<file path="config.mk">
export PLATFORM = sky130hd
export DESIGN_NAME = rgb_to_hsl_pixel_flat
export DESIGN_NICKNAME = d
export VERILOG_FILES = /design/src/sv/rgb2hsl_pkg.sv /design/src/sv/rgb2hsl_pix_if.sv /design/src/sv/rgb2hsl_hsl_if.sv /design/src/sv/rgb_to_hsl_pixel.sv /design/src/flat_wrapper.sv
export SDC_FILE = /design/constraint.sdc
export NUM_CORES = 2
export LEC_CHECK = 0
export ABC_AREA = 0
export BUFFER_PORTS_ARGS = -buffer_cell sky130_fd_sc_hd__buf_4
export CAP_MARGIN = 5
export CORE_MARGIN = 2
export CORE_UTILIZATION = 44
export DETAILED_ROUTE_END_ITERATION = 8
export GPL_ROUTABILITY_DRIVEN = 0
export PLACE_DENSITY = 0.57
export SYNTH_ARGS = -nofsm -noshare
export SYNTH_HDL_FRONTEND = slang
export SYNTH_SLANG_ARGS = --single-unit
</file>
<file path="constraint.sdc">
create_clock -name i_clk -period 43.1 [get_ports i_clk]
set_input_delay 2.155 -clock i_clk [delete_from_list [all_inputs] [get_ports i_clk]]
set_output_delay 2.155 -clock i_clk [all_outputs]
set_load 0.02 [all_outputs]
</file>
<file path="src/sv/rgb2hsl_pkg.sv">
// Shared types, widths and the long-division step for the RGB to HSL pixel pipeline.
// No dependencies; imported by the channel interfaces and by rgb_to_hsl_pixel.
package rgb2hsl_pkg;

    // Field widths of the pixel and result channels
    localparam int CH_W    = 8;
    localparam int HUE_W   = 15;
    localparam int FRAC_W  = 16;

    // Dividend is {remainder, low word}; the low word is consumed one bit per stage
    localparam int DIV_STEPS = FRAC_W;
    localparam int SUM_W     = CH_W + 1;
    localparam int NUM_W     = 12;
    localparam int HALF_SUM  = 255;
    localparam int FULL_SUM  = 510;

    // Channel that holds the largest value (red wins ties, then green)
    typedef enum logic [1:0] {
        SEC_RED,
        SEC_GREEN,
        SEC_BLUE
    } t_sector;

    // One restoring-division lane: partial remainder, shifting dividend/quotient, divisor
    typedef struct packed {
        logic [CH_W-1:0]   rem;
        logic [FRAC_W-1:0] lo;
        logic [CH_W-1:0]   dvs;
    } t_lane;

    // Contents of one divider stage
    typedef struct packed {
        logic              vld;
        logic [FRAC_W-1:0] light;
        t_lane             sat;
        t_lane             hue;
    } t_div_stage;

    // Bring down one dividend bit, compare and subtract, shift the quotient bit in
    function automatic t_lane div_step(t_lane a);
        logic [CH_W:0] t;
        t_lane         y;
        y = a;
        t = {a.rem, a.lo[FRAC_W-1]};
        if (t >= {1'b0, a.dvs}) begin
            y.rem = CH_W'(t - {1'b0, a.dvs});
            y.lo  = {a.lo[FRAC_W-2:0], 1'b1};
        end else begin
            y.rem = t[CH_W-1:0];
            y.lo  = {a.lo[FRAC_W-2:0], 1'b0};
        end
        return y;
    endfunction

endpackage

</file>
<file path="src/sv/rgb2hsl_pix_if.sv">
// Pixel request channel: valid/ready handshake carrying red, green and blue bytes.
// Depends on rgb2hsl_pkg for the channel width.
interface rgb2hsl_pix_if import rgb2hsl_pkg::*; ();
    logic            valid;
    logic            ready;
    logic [CH_W-1:0] red;
    logic [CH_W-1:0] green;
    logic [CH_W-1:0] blue;

    modport source (output valid, output red, output green, output blue, input ready);
    modport sink   (input valid, input red, input green, input blue, output ready);
endinterface

</file>
<file path="src/sv/rgb2hsl_hsl_if.sv">
// Result request channel: valid/ready handshake carrying hue, saturation and lightness.
// Depends on rgb2hsl_pkg for the field widths.
interface rgb2hsl_hsl_if import rgb2hsl_pkg::*; ();
    logic              valid;
    logic              ready;
    logic [HUE_W-1:0]  hue;
    logic [FRAC_W-1:0] saturation;
    logic [FRAC_W-1:0] lightness;

    modport source (output valid, output hue, output saturation, output lightness,
                    input ready);
    modport sink   (input valid, input hue, input saturation, input lightness,
                    output ready);
endinterface

</file>
<file path="src/sv/rgb_to_hsl_pixel.sv">
// RGB to HSL pixel converter: top level, a fully pipelined datapath with an output skid stage.
// Depends on rgb2hsl_pkg and the rgb2hsl_pix_if / rgb2hsl_hsl_if channel interfaces.
//
// Converts one 8-bit RGB pixel per clock to hue (degrees x 64, 0..23039), saturation and
// lightness (fractions x 65535), all truncated exactly. A new pixel is accepted every cycle
// while the result side keeps taking. The path from pixel request to result is
// three front stages (max/min, sector numerator and lightness, dividend set-up) and
// sixteen restoring-division stages, one quotient bit each, with saturation and hue
// divided side by side, then the output register. A two-entry output buffer keeps the
// input ready a register, so a stalled result never loses or repeats a pixel.
module rgb_to_hsl_pixel import rgb2hsl_pkg::*; (
    input  logic            i_clk,
    input  logic            i_rst_n,
    rgb2hsl_pix_if.sink     i_pix,
    rgb2hsl_hsl_if.source   o_hsl
);

    // Pipeline advance: hold every pipeline stage while the skid entry is occupied
    logic pipe_adv;

    // Stage A: max, min, sector and the channels
    logic            r_a_vld;
    logic [CH_W-1:0] r_a_red, r_a_grn, r_a_blu, r_a_mx, r_a_mn;
    t_sector         r_a_sec;
    logic [CH_W-1:0] n_a_mx, n_a_mn;
    t_sector         n_a_sec;

    // Stage B: difference, denominator, wrapped hue numerator, lightness
    logic              r_b_vld;
    logic [CH_W-1:0]   r_b_d, r_b_den;
    logic [NUM_W-2:0]  r_b_num;
    logic              r_b_grey;
    logic [FRAC_W-1:0] r_b_light;
    logic [CH_W-1:0]   n_b_d, n_b_den;
    logic [SUM_W-1:0]  n_b_s;
    logic [NUM_W-1:0]  n_b_raw, n_b_wrap;
    logic [FRAC_W-1:0] n_b_light;

    // Divider stages: index 0 is the set-up, each later index one quotient bit
    t_div_stage r_div [0:DIV_STEPS];
    t_div_stage n_div0;
    logic [CH_W+FRAC_W-1:0] n_sat_num, n_hue_num;

    // Output register and skid entry
    logic              r_out_vld, r_skid_vld;
    logic [HUE_W-1:0]  r_out_hue, r_skid_hue;
    logic [FRAC_W-1:0] r_out_sat, r_skid_sat, r_out_light, r_skid_light;

    assign pipe_adv    = !r_skid_vld;
    assign i_pix.ready = !r_skid_vld;

    // Stage A: largest and smallest channel, red tested first then green
    always_comb begin
        n_a_mx  = i_pix.red;
        n_a_sec = SEC_RED;
        if (i_pix.green > n_a_mx) begin
            n_a_mx  = i_pix.green;
            n_a_sec = SEC_GREEN;
        end
        if (i_pix.blue > n_a_mx) begin
            n_a_mx  = i_pix.blue;
            n_a_sec = SEC_BLUE;
        end
        n_a_mn = i_pix.red;
        if (i_pix.green < n_a_mn) n_a_mn = i_pix.green;
        if (i_pix.blue < n_a_mn)  n_a_mn = i_pix.blue;
    end

    always_ff @(posedge i_clk) begin
        if (!i_rst_n) begin
            r_a_vld <= 1'b0;
        end else if (pipe_adv) begin
            r_a_vld <= i_pix.valid;
        end
        if (pipe_adv) begin
            r_a_red <= i_pix.red;
            r_a_grn <= i_pix.green;
            r_a_blu <= i_pix.blue;
            r_a_mx  <= n_a_mx;
            r_a_mn  <= n_a_mn;
            r_a_sec <= n_a_sec;
        end
    end

    // Stage B: sector numerator (modulo 2^NUM_W, top bit is the sign), wrap, lightness
    always_comb begin
        n_b_d   = r_a_mx - r_a_mn;
        n_b_s   = {1'b0, r_a_mx} + {1'b0, r_a_mn};
        n_b_den = (n_b_s < SUM_W'(HALF_SUM)) ? n_b_s[CH_W-1:0]
                                              : CH_W'(SUM_W'(FULL_SUM) - n_b_s);
        case (r_a_sec)
            SEC_RED: begin
                n_b_raw = NUM_W'(r_a_grn) - NUM_W'(r_a_blu);
            end
            SEC_GREEN: begin
                n_b_raw = (NUM_W'(n_b_d) << 1) + NUM_W'(r_a_blu) - NUM_W'(r_a_red);
            end
            SEC_BLUE: begin
                n_b_raw = (NUM_W'(n_b_d) << 2) + NUM_W'(r_a_red) - NUM_W'(r_a_grn);
            end
            default: begin
                n_b_raw = '0;
            end
        endcase
        n_b_wrap = n_b_raw;
        if (n_b_raw[NUM_W-1]) begin
            n_b_wrap = n_b_raw + (NUM_W'(n_b_d) << 2) + (NUM_W'(n_b_d) << 1);
        end
        // s * 65535 / 510 is exactly s * 128.5
        n_b_light = (FRAC_W'(n_b_s) << 7) + FRAC_W'(n_b_s >> 1);
    end

    always_ff @(posedge i_clk) begin
        if (!i_rst_n) begin
            r_b_vld <= 1'b0;
        end else if (pipe_adv) begin
            r_b_vld <= r_a_vld;
        end
        if (pipe_adv) begin
            r_b_d     <= n_b_d;
            r_b_den   <= n_b_den;
            r_b_num   <= n_b_wrap[NUM_W-2:0];
            r_b_grey  <= (r_a_mx == r_a_mn);
            r_b_light <= n_b_light;
        end
    end

    // Set-up: dividends d*65535 and num*3840 by shift and subtract; grey divides zero by one
    always_comb begin
        n_sat_num = {r_b_d, FRAC_W'(0)} - (CH_W+FRAC_W)'(r_b_d);
        n_hue_num = ((CH_W+FRAC_W)'(r_b_num) << 12) - ((CH_W+FRAC_W)'(r_b_num) << 8);
        n_div0.vld     = r_b_vld;
        n_div0.light   = r_b_light;
        n_div0.sat.rem = n_sat_num[CH_W+FRAC_W-1:FRAC_W];
        n_div0.sat.lo  = n_sat_num[FRAC_W-1:0];
        n_div0.sat.dvs = r_b_grey ? CH_W'(1) : r_b_den;
        n_div0.hue.rem = n_hue_num[CH_W+FRAC_W-1:FRAC_W];
        n_div0.hue.lo  = n_hue_num[FRAC_W-1:0];
        n_div0.hue.dvs = r_b_grey ? CH_W'(1) : r_b_d;
    end

    // Divider pipeline: one quotient bit per stage in both lanes
    always_ff @(posedge i_clk) begin
        if (!i_rst_n) begin
            for (int k = 0; k <= DIV_STEPS; k++) begin
                r_div[k].vld <= 1'b0;
            end
        end else if (pipe_adv) begin
            r_div[0] <= n_div0;
            for (int k = 0; k < DIV_STEPS; k++) begin
                r_div[k+1].vld   <= r_div[k].vld;
                r_div[k+1].light <= r_div[k].light;
                r_div[k+1].sat   <= div_step(r_div[k].sat);
                r_div[k+1].hue   <= div_step(r_div[k].hue);
            end
        end
    end

    // Output register with skid entry: drain skid first, park a result when stalled
    always_ff @(posedge i_clk) begin
        if (!i_rst_n) begin
            r_out_vld  <= 1'b0;
            r_skid_vld <= 1'b0;
        end else if (o_hsl.ready || !r_out_vld) begin
            if (r_skid_vld) begin
                r_out_vld  <= 1'b1;
                r_skid_vld <= 1'b0;
            end else begin
                r_out_vld <= r_div[DIV_STEPS].vld;
            end
        end else if (r_div[DIV_STEPS].vld && pipe_adv) begin
            r_skid_vld <= 1'b1;
        end

        if (o_hsl.ready || !r_out_vld) begin
            if (r_skid_vld) begin
                r_out_hue   <= r_skid_hue;
                r_out_sat   <= r_skid_sat;
                r_out_light <= r_skid_light;
            end else begin
                r_out_hue   <= r_div[DIV_STEPS].hue.lo[HUE_W-1:0];
                r_out_sat   <= r_div[DIV_STEPS].sat.lo;
                r_out_light <= r_div[DIV_STEPS].light;
            end
        end else if (pipe_adv) begin
            r_skid_hue   <= r_div[DIV_STEPS].hue.lo[HUE_W-1:0];
            r_skid_sat   <= r_div[DIV_STEPS].sat.lo;
            r_skid_light <= r_div[DIV_STEPS].light;
        end
    end

    assign o_hsl.valid      = r_out_vld;
    assign o_hsl.hue        = r_out_hue;
    assign o_hsl.saturation = r_out_sat;
    assign o_hsl.lightness  = r_out_light;

endmodule
</file>
<file path="src/flat_wrapper.sv">
// flat-port wrapper written by rule: the top's interface ports become plain ports
module rgb_to_hsl_pixel_flat import rgb2hsl_pkg::*;
  (i_clk, i_rst_n, i_pix_valid, i_pix_red, i_pix_green, i_pix_blue, i_pix_ready, o_hsl_valid, o_hsl_hue, o_hsl_saturation, o_hsl_lightness, o_hsl_ready);
  rgb2hsl_pix_if i_pix_i ();
  rgb2hsl_hsl_if o_hsl_i ();
  input  logic i_clk;
  input  logic i_rst_n;
  input wire logic [$bits(i_pix_i.valid)-1:0] i_pix_valid;
  input wire logic [$bits(i_pix_i.red)-1:0] i_pix_red;
  input wire logic [$bits(i_pix_i.green)-1:0] i_pix_green;
  input wire logic [$bits(i_pix_i.blue)-1:0] i_pix_blue;
  output wire logic [$bits(i_pix_i.ready)-1:0] i_pix_ready;
  output wire logic [$bits(o_hsl_i.valid)-1:0] o_hsl_valid;
  output wire logic [$bits(o_hsl_i.hue)-1:0] o_hsl_hue;
  output wire logic [$bits(o_hsl_i.saturation)-1:0] o_hsl_saturation;
  output wire logic [$bits(o_hsl_i.lightness)-1:0] o_hsl_lightness;
  input wire logic [$bits(o_hsl_i.ready)-1:0] o_hsl_ready;
  assign i_pix_i.valid = i_pix_valid;
  assign i_pix_i.red = i_pix_red;
  assign i_pix_i.green = i_pix_green;
  assign i_pix_i.blue = i_pix_blue;
  assign i_pix_ready = i_pix_i.ready;
  assign o_hsl_valid = o_hsl_i.valid;
  assign o_hsl_hue = o_hsl_i.hue;
  assign o_hsl_saturation = o_hsl_i.saturation;
  assign o_hsl_lightness = o_hsl_i.lightness;
  assign o_hsl_i.ready = o_hsl_ready;
  rgb_to_hsl_pixel u_core (.i_clk(i_clk), .i_rst_n(i_rst_n), .i_pix(i_pix_i), .o_hsl(o_hsl_i));
endmodule
</file>
==> Word level (Yosys, flattened, before mapping) <==
Memory sizes are Yosys's and may differ from the RTL's.
Cells that the tools add are included.
Widths: inputs -> output; s select.
{ "word_totals": {"mem_count": 1, "wordCells": 262, "inputBits": 28, "output_inout_bits": 49, "mem_bits_rw": 1377, "reg_bits": 184} }
{ "mem_list": {"columns": ["memory", "depth", "word_bits", "rd", "rd_ports_with_merged_regs", "write_ports", "line_no", "text"], "rows": [
  ["u_core.r_div", 17, 81, 17, 0, 17, "rgb_to_hsl_pixel.sv:40", "t_div_stage r_div [0:DIV_STEPS];"]
]} }
{ "classes": {"mux": 131, "n_addsub": 45, "n_reduce_logical": 6, "bitwise": 18, "eq_ne": 3, "n_lt_le_gt_ge": 37} }
{ "ops": {"columns": ["operator", "count"], "rows": [
  ["$mux 24", 96],
  ["$ge 9x8->1", 32],
  ["$sub 8x8->8", 33],
  ["$mux 8", 7],
  ["$pmux 12 s3", 1],
  ["$mux 16", 2],
  ["$sub 12x8->12", 2],
  ["$sub 23x19->24", 1],
  ["$sub 24x8->24", 1],
  ["$mux 1", 23],
  ["$or 1x1->1", 17],
  ["$add 16x8->16", 1],
  ["$gt 8x8->1", 2],
  ["$lt 8x8->1", 2],
  ["$mux 15", 1],
  ["$add 10x8->11", 1],
  ["$add 11x10->11", 1],
  ["$add 11x9->11", 1],
  ["$mux 11", 1],
  ["$add 9x8->10", 1],
  ["$add 8x8->9", 1],
  ["$lt 9x8->1 const B", 1],
  ["$sub 8x8->9", 1],
  ["$eq 8x8->1", 1],
  ["other kinds (9)", 10]
]} }

==> Longest topological paths before layout <==
{ "depth": {"ltp_word": 7, "ltp_mapped": 28, "depth_no_buf": 28} }

==> Worst setup path after synthesis <==
No wires, ideal clock.
{ "synth_path": {"path_kind": "reg-to-reg", "from": "register u_core.r_skid_vld", "to": "memory u_core.r_div[0][0] in the netlist's numbering, enable pin", "stages_incl_launch_ff": 8, "slack_ns": 4.998, "t_arrival_ns": 36.058, "synth_period_minus_slack_ns": 38.102, "cell_sequence": "dfxtp_1 > clkbuf_1 > inv_1 > nand2_1 > inv_1 > clkbuf_1 > clkbuf_1 > clkbuf_1"} }
{ "synth_rtl": {"columns": ["item", "line_no", "text"], "rows": [
  ["start: declaration", "rgb_to_hsl_pixel.sv:45", "logic r_out_vld, r_skid_vld;"],
  ["start signal: assignment", "rgb_to_hsl_pixel.sv:163", "r_skid_vld <= 1'b0;"],
  ["start signal: assignment", "rgb_to_hsl_pixel.sv:167", "r_skid_vld <= 1'b0;"],
  ["start signal: assignment", "rgb_to_hsl_pixel.sv:172", "r_skid_vld <= 1'b1;"],
  ["end: declaration", "rgb_to_hsl_pixel.sv:40", null]
]} }

==> Worst setup path after layout <==
{ "layout_path": {"from": "register u_core.r_a_mn[1]", "to": "register u_core.r_b_num[10], data pin"} }
{ "layout_between": {"elab_chain_cells": 7, "word_cells_on_any_way": 9, "cone_classes": "7 x add/sub; 2 x mux"} }
{ "layout_lines": {"columns": ["item", "line_no", "text"], "rows": [
  ["start: declaration", "rgb_to_hsl_pixel.sv:23", "logic [CH_W-1:0] r_a_red, r_a_grn, r_a_blu, r_a_mx, r_a_mn;"],
  ["start signal: assignment", "rgb_to_hsl_pixel.sv:80", "r_a_mn <= n_a_mn;"],
  ["$sub 8x8->8 *", "rgb_to_hsl_pixel.sv:87", "n_b_d = r_a_mx - r_a_mn;"],
  ["via u_core.n_b_d[3]", "rgb_to_hsl_pixel.sv:34", "logic [CH_W-1:0] n_b_d, n_b_den;"],
  ["$add 10x8->11 or $add 9x8->10 (tied branches)", "rgb_to_hsl_pixel.sv:99, rgb_to_hsl_pixel.sv:96", null],
  ["$sub 12x8->12 (on tied branches)", "rgb_to_hsl_pixel.sv:99, rgb_to_hsl_pixel.sv:96", null],
  ["$pmux 12 s3", "rgb_to_hsl_pixel.sv:91", "case (r_a_sec)"],
  ["$add 11x10->11", "rgb_to_hsl_pixel.sv:107", "n_b_wrap = n_b_raw + (NUM_W'(n_b_d) << 2) + (NUM_W'(n_b_d) << 1);"],
  ["$add 11x9->11", "rgb_to_hsl_pixel.sv:107", null],
  ["$mux 11 *", "rgb_to_hsl_pixel.sv:106", "if (n_b_raw[NUM_W-1]) begin"],
  ["via u_core.n_b_wrap[10]", "rgb_to_hsl_pixel.sv:36", "logic [NUM_W-1:0] n_b_raw, n_b_wrap;"],
  ["end signal: assignment", "rgb_to_hsl_pixel.sv:122", "r_b_num <= n_b_wrap[NUM_W-2:0];"],
  ["end: declaration", "rgb_to_hsl_pixel.sv:31", "logic [NUM_W-2:0] r_b_num;"]
]} }
Mark *: on every way through the listed nets, which the timed path passes. The rest lies on a longest branch.
A chain may end at the register's enable or synchronous reset.

==> run_results.csv <==
group,metric,value,unit
yosys,yosys.cell_count.top_type,"edfxtp_1",
detailed_routing,via_count,37387,
global_route,grt_start_max_net_pins,219,
critical_path,rrSetupSlack,36.42,ns
timing,max-slew-margin-rel,20.9,%
yosys,synth_top_family_by_area,"simple AND/OR/NAND/NOR gates",
detailed_routing,drcViolationCount,0,
die,ioPinCount,77,
global_route,grt_use_total,14.1,%
final_layout,fin_util,49.2,%
detailed_routing,met2_length,53800,µm
critical_path,rr_worst_depth,27,
power_and_ir_drop,switchingPower,0.00120,W
placed_design,dpl.hpwl,72000,µm
clock_network,cts_buffers,155,
yosys,synth_edf_count,1404,
yosys,synthArstFlopShare,0,%
final_layout,fin_nets,5895,
clock_network,cts_num_sinks,1408,
clock_network,clk_latency,0.76,ns
power_and_ir_drop,p_total,0.00412,W
clock_network,h-tree-depth,4,
timing,setup_violations,0,
timing,holdWs,0.406,ns
detailed_routing,routedWlPerCell,14.4,µm
timing,setup_ws,36.42,ns
yosys,syn_area,67900,µm²
critical_path,cpMaxStageDelayCell,"a21oi_1",
die,rows,144,
yosys,postSynthCellCount,5367,
timing,hold_violations,0,
die,initial_utilization,44.2,%
critical_path,r2r-start,"u_core.r_a_mn[1]",
detailed_routing,met1_length,49900,µm
die,fp.dieArea,158000,µm²
worst_hold_path,holdPathStages,0,
global_route,overflow,0,
clock_network,postCtsSetupBuffers,0,
power_and_ir_drop,p_leak,29.5,nW
die,core,154000,µm²
detailed_routing,drtPass1Iterations,5,
clock_network,clock_path_buffers,3,
placed_design,numPortBuffers,76,
die,die_y,397,µm
yosys,synthAdderAreaFrac,7.87,%
yosys,synth.yosys.seq_area_share,62.2,%
detailed_routing,met3WireLength,3330,µm
critical_path,cp_max_fo,5,
placed_design,pre_cts_slack,35.90,ns
yosys,synth_cell_types,84,
yosys,synth-xor-area-share,1.87,%
timing,grt_setup_unrepaired,"false",
detailed_routing,top_layer,"met4",
detailed_routing,vias_per_cell,4.90,
yosys,yosys-top-cells-count,"1404 x edfxtp_1, 666 x and2_1, 562 x nor2_1, 474 x inv_1, 355 x ha_1",
yosys,synthSimpleGateAreaFrac,14.1,%
timing,fmax,150,MHz
critical_path,slowest_delay,0.63,ns
global_route,grt_pass1_wl,184000,µm
power_and_ir_drop,combPwrFrac,26.7,%
clock_network,cts_resized,0,
power_and_ir_drop,switching_share,29.2,%
yosys,synth.avg_cell_area,12.7,µm²
critical_path,path_buf_inv,2,
worst_hold_path,worstHoldEndpoint,"u_core.r_div[16][18]",
critical_path,crit_type,"reg2reg",
final_layout,final_layout_size_suffix_gt1_share,7.89,%
global_route,grt_antenna_before_repair,0,
power_and_ir_drop,power_density,54.4,nW/µm²
yosys,synth_compound_area_share,7.90,%
power_and_ir_drop,p_clk_share,30.6,%
power_and_ir_drop,p_int,0.00292,W
global_route,grt_pass1_vias,37096,
yosys,muxShareOfSynthArea,2.47,%
timing,period_minus_slack,6.68,ns
yosys,yosysWarningCount,0,
timing,finalCritPeriodShare,15.5,%
critical_path,worst_setup_path_start_kind,"flop",
yosys,synthTopCellsByArea,"edfxtp_1 62%, ha_1 6.5%, and2_1 6.1%",
critical_path,reg2reg_to,"u_core.r_b_num[10]",
worst_hold_path,hp-start,"u_core.r_div[15][17]",
critical_path,cp-startpoint,"u_core.r_a_mn[1]",
timing,setup_tns,0,ns
critical_path,critPathArrivalTime,7.18,ns
yosys,yosysTopAreaCell,"edfxtp_1",
die,die-width,397,µm
timing,slew_viol_final,0,
critical_path,path_delay_family,"compound AO/OA/AOI/OAI gates",
final_layout,antenna_cells,0,
worst_hold_path,hold_class,"reg2reg",
clock_network,cts_root_buffer,"clkbuf_16",
detailed_routing,dr.first_iter.drc_count,2221,
detailed_routing,wirelength,110000,µm
timing,skew,0.0285,ns
clock_network,clk_pin_slew_worst_paths,0.06,ns
yosys,yosysTopAreaCellShare,62.1,%
final_layout,area_growth,11.4,%
run_status,outcome,"finished, final reports clean",
power_and_ir_drop,ir_worst_vdd,0.000143,V
yosys,syn_nets,5795,
timing,worst_pin_slew,1.18,ns
yosys,ys.flop_type,"edfxtp_1",
detailed_routing,postRouteAntennaNets,0,
clock_network,ctsHoldBuffers,0,
clock_network,cts_tree,"done",
yosys,ys_ff_latch,1408,
job,maxCapViolCount,0,
critical_path,cp.required,43.60,ns
critical_path,endpoint_kind,"flop",
power_and_ir_drop,pwr-share-seq,42.7,%
==> state kept, by name, indices dropped and copies added, names as in the netlist, 15 cells and up <==
| signal | flops |
|---|---|
| u_core.o_hsl.saturation | 16 |
| u_core.o_hsl.lightness | 16 |
| u_core.r_div | 1225 |
| u_core.r_b_light | 16 |
| u_core.r_skid_light | 16 |
| u_core.r_skid_sat | 16 |
| u_core.r_skid_hue | 15 |
| u_core.o_hsl.hue | 15 |
==> stage by stage <==
step	instance area, µm²	std cells
floorplan	67900	5367
global placement	70800	7353
detailed placement	70800	7353
CTS	75600	7633
global route	75600	7634
finish	75600	7634
==> worst register-to-register path: stages, from the launching register on <==
cell      delay [ns]
edfxtp_1        0.44
inv_1           0.14
ha_1            0.27
nor2b_1         0.15
o31a_2          0.32
a21oi_1         0.63
ha_1            0.42
a21oi_1         0.17
nor2b_1         0.06
a31oi_1         0.26
nor2b_1         0.20
xnor2_1         0.13
ha_1            0.29
o21ai_0         0.14
or2b_2          0.31
o21a_1          0.15
xnor2_1         0.15
xnor2_1         0.14
o221a_2         0.27
fa_1            0.48
inv_1           0.05
ha_1            0.34
or3_1           0.36
o21ai_0         0.07
a21oi_1         0.07
xnor2_1         0.16
a31oi_1         0.07
xor2_1          0.18
==> cells by family (layout without fill, tap and decap cells) <==
group           Yosys count  in the layout
simple gates           1812           1812
flops                  1408           1408
compound gates          797            797
buf+inv                 649            872
fa+ha+maj               400            400
mux                     158            158
xor+xnor                143            143
==> worst max path at each step <==
stage | end | slack (ns) | cells past startpoint
after floorplan | u_core.r_div[0][0] | 5.00 | 7
after global placement | u_core.r_div[3][56] | 35.99 | 9
after detailed placement | u_core.r_div[3][58] | 35.90 | 9
after CTS | u_core.r_b_num[10] | 36.38 | 27
after global routing | u_core.r_b_num[10] | 35.96 | 27
final | u_core.r_b_num[10] | 36.42 | 27
==> power groups by stage <==
| stage | clock, W | sequential [W] | combinational, W |
|---|---|---|---|
| 2_1_floorplan | 0 | 0.00184 | 0.000879 |
| 3_3_place_gp | 0 | 0.00179 | 0.00108 |
| 3_5_place_dp | 0 | 0.00179 | 0.00110 |
| 4_1_cts | 0.00130 | 0.00176 | 0.00110 |
| 5_1_grt | 0.00136 | 0.00177 | 0.00125 |
| 6_report | 0.00126 | 0.00176 | 0.00110 |
==> metal layers <==
metal  vias to the layer above  track usage (%)
met3                       188             2.46
li1                      19306                -
met1                     17454             18.0
met4                         0             4.64
met2                       439             24.2
met5                         -                0
==> area by class of cell <==
cell class              instances  area, µm²
clock buffers                 200       4140
clock inverters                80        737
fillers                     13410      78000
inverters                     475       1790
multi-input cells            3310      23300
flip-flops and latches       1408      42200
well taps                    2044       2560
repair buffers                117        916
==> placed cells by master, fill, tap and decap left out, types with 38 or more instances in the layout <==
cell       instances
edfxtp_1        1404
and2_1           666
nor2_1           562
inv_1            471
ha_1             355
o21ai_0          193
a21oi_1          165
clkbuf_16        157
nor2b_1          131
nand2_1          123
buf_4            114
xnor2_1          105
mux2i_1           97
a211oi_1          78
a21o_1            77
nand3_1           63
nand2b_1          62
nand4_1           60
a21boi_0          59
nor3_1            58
mux2_2            55
o21a_1            46
fa_1              45
clkbuf_1          38
(Power assumes the default switching activity.)
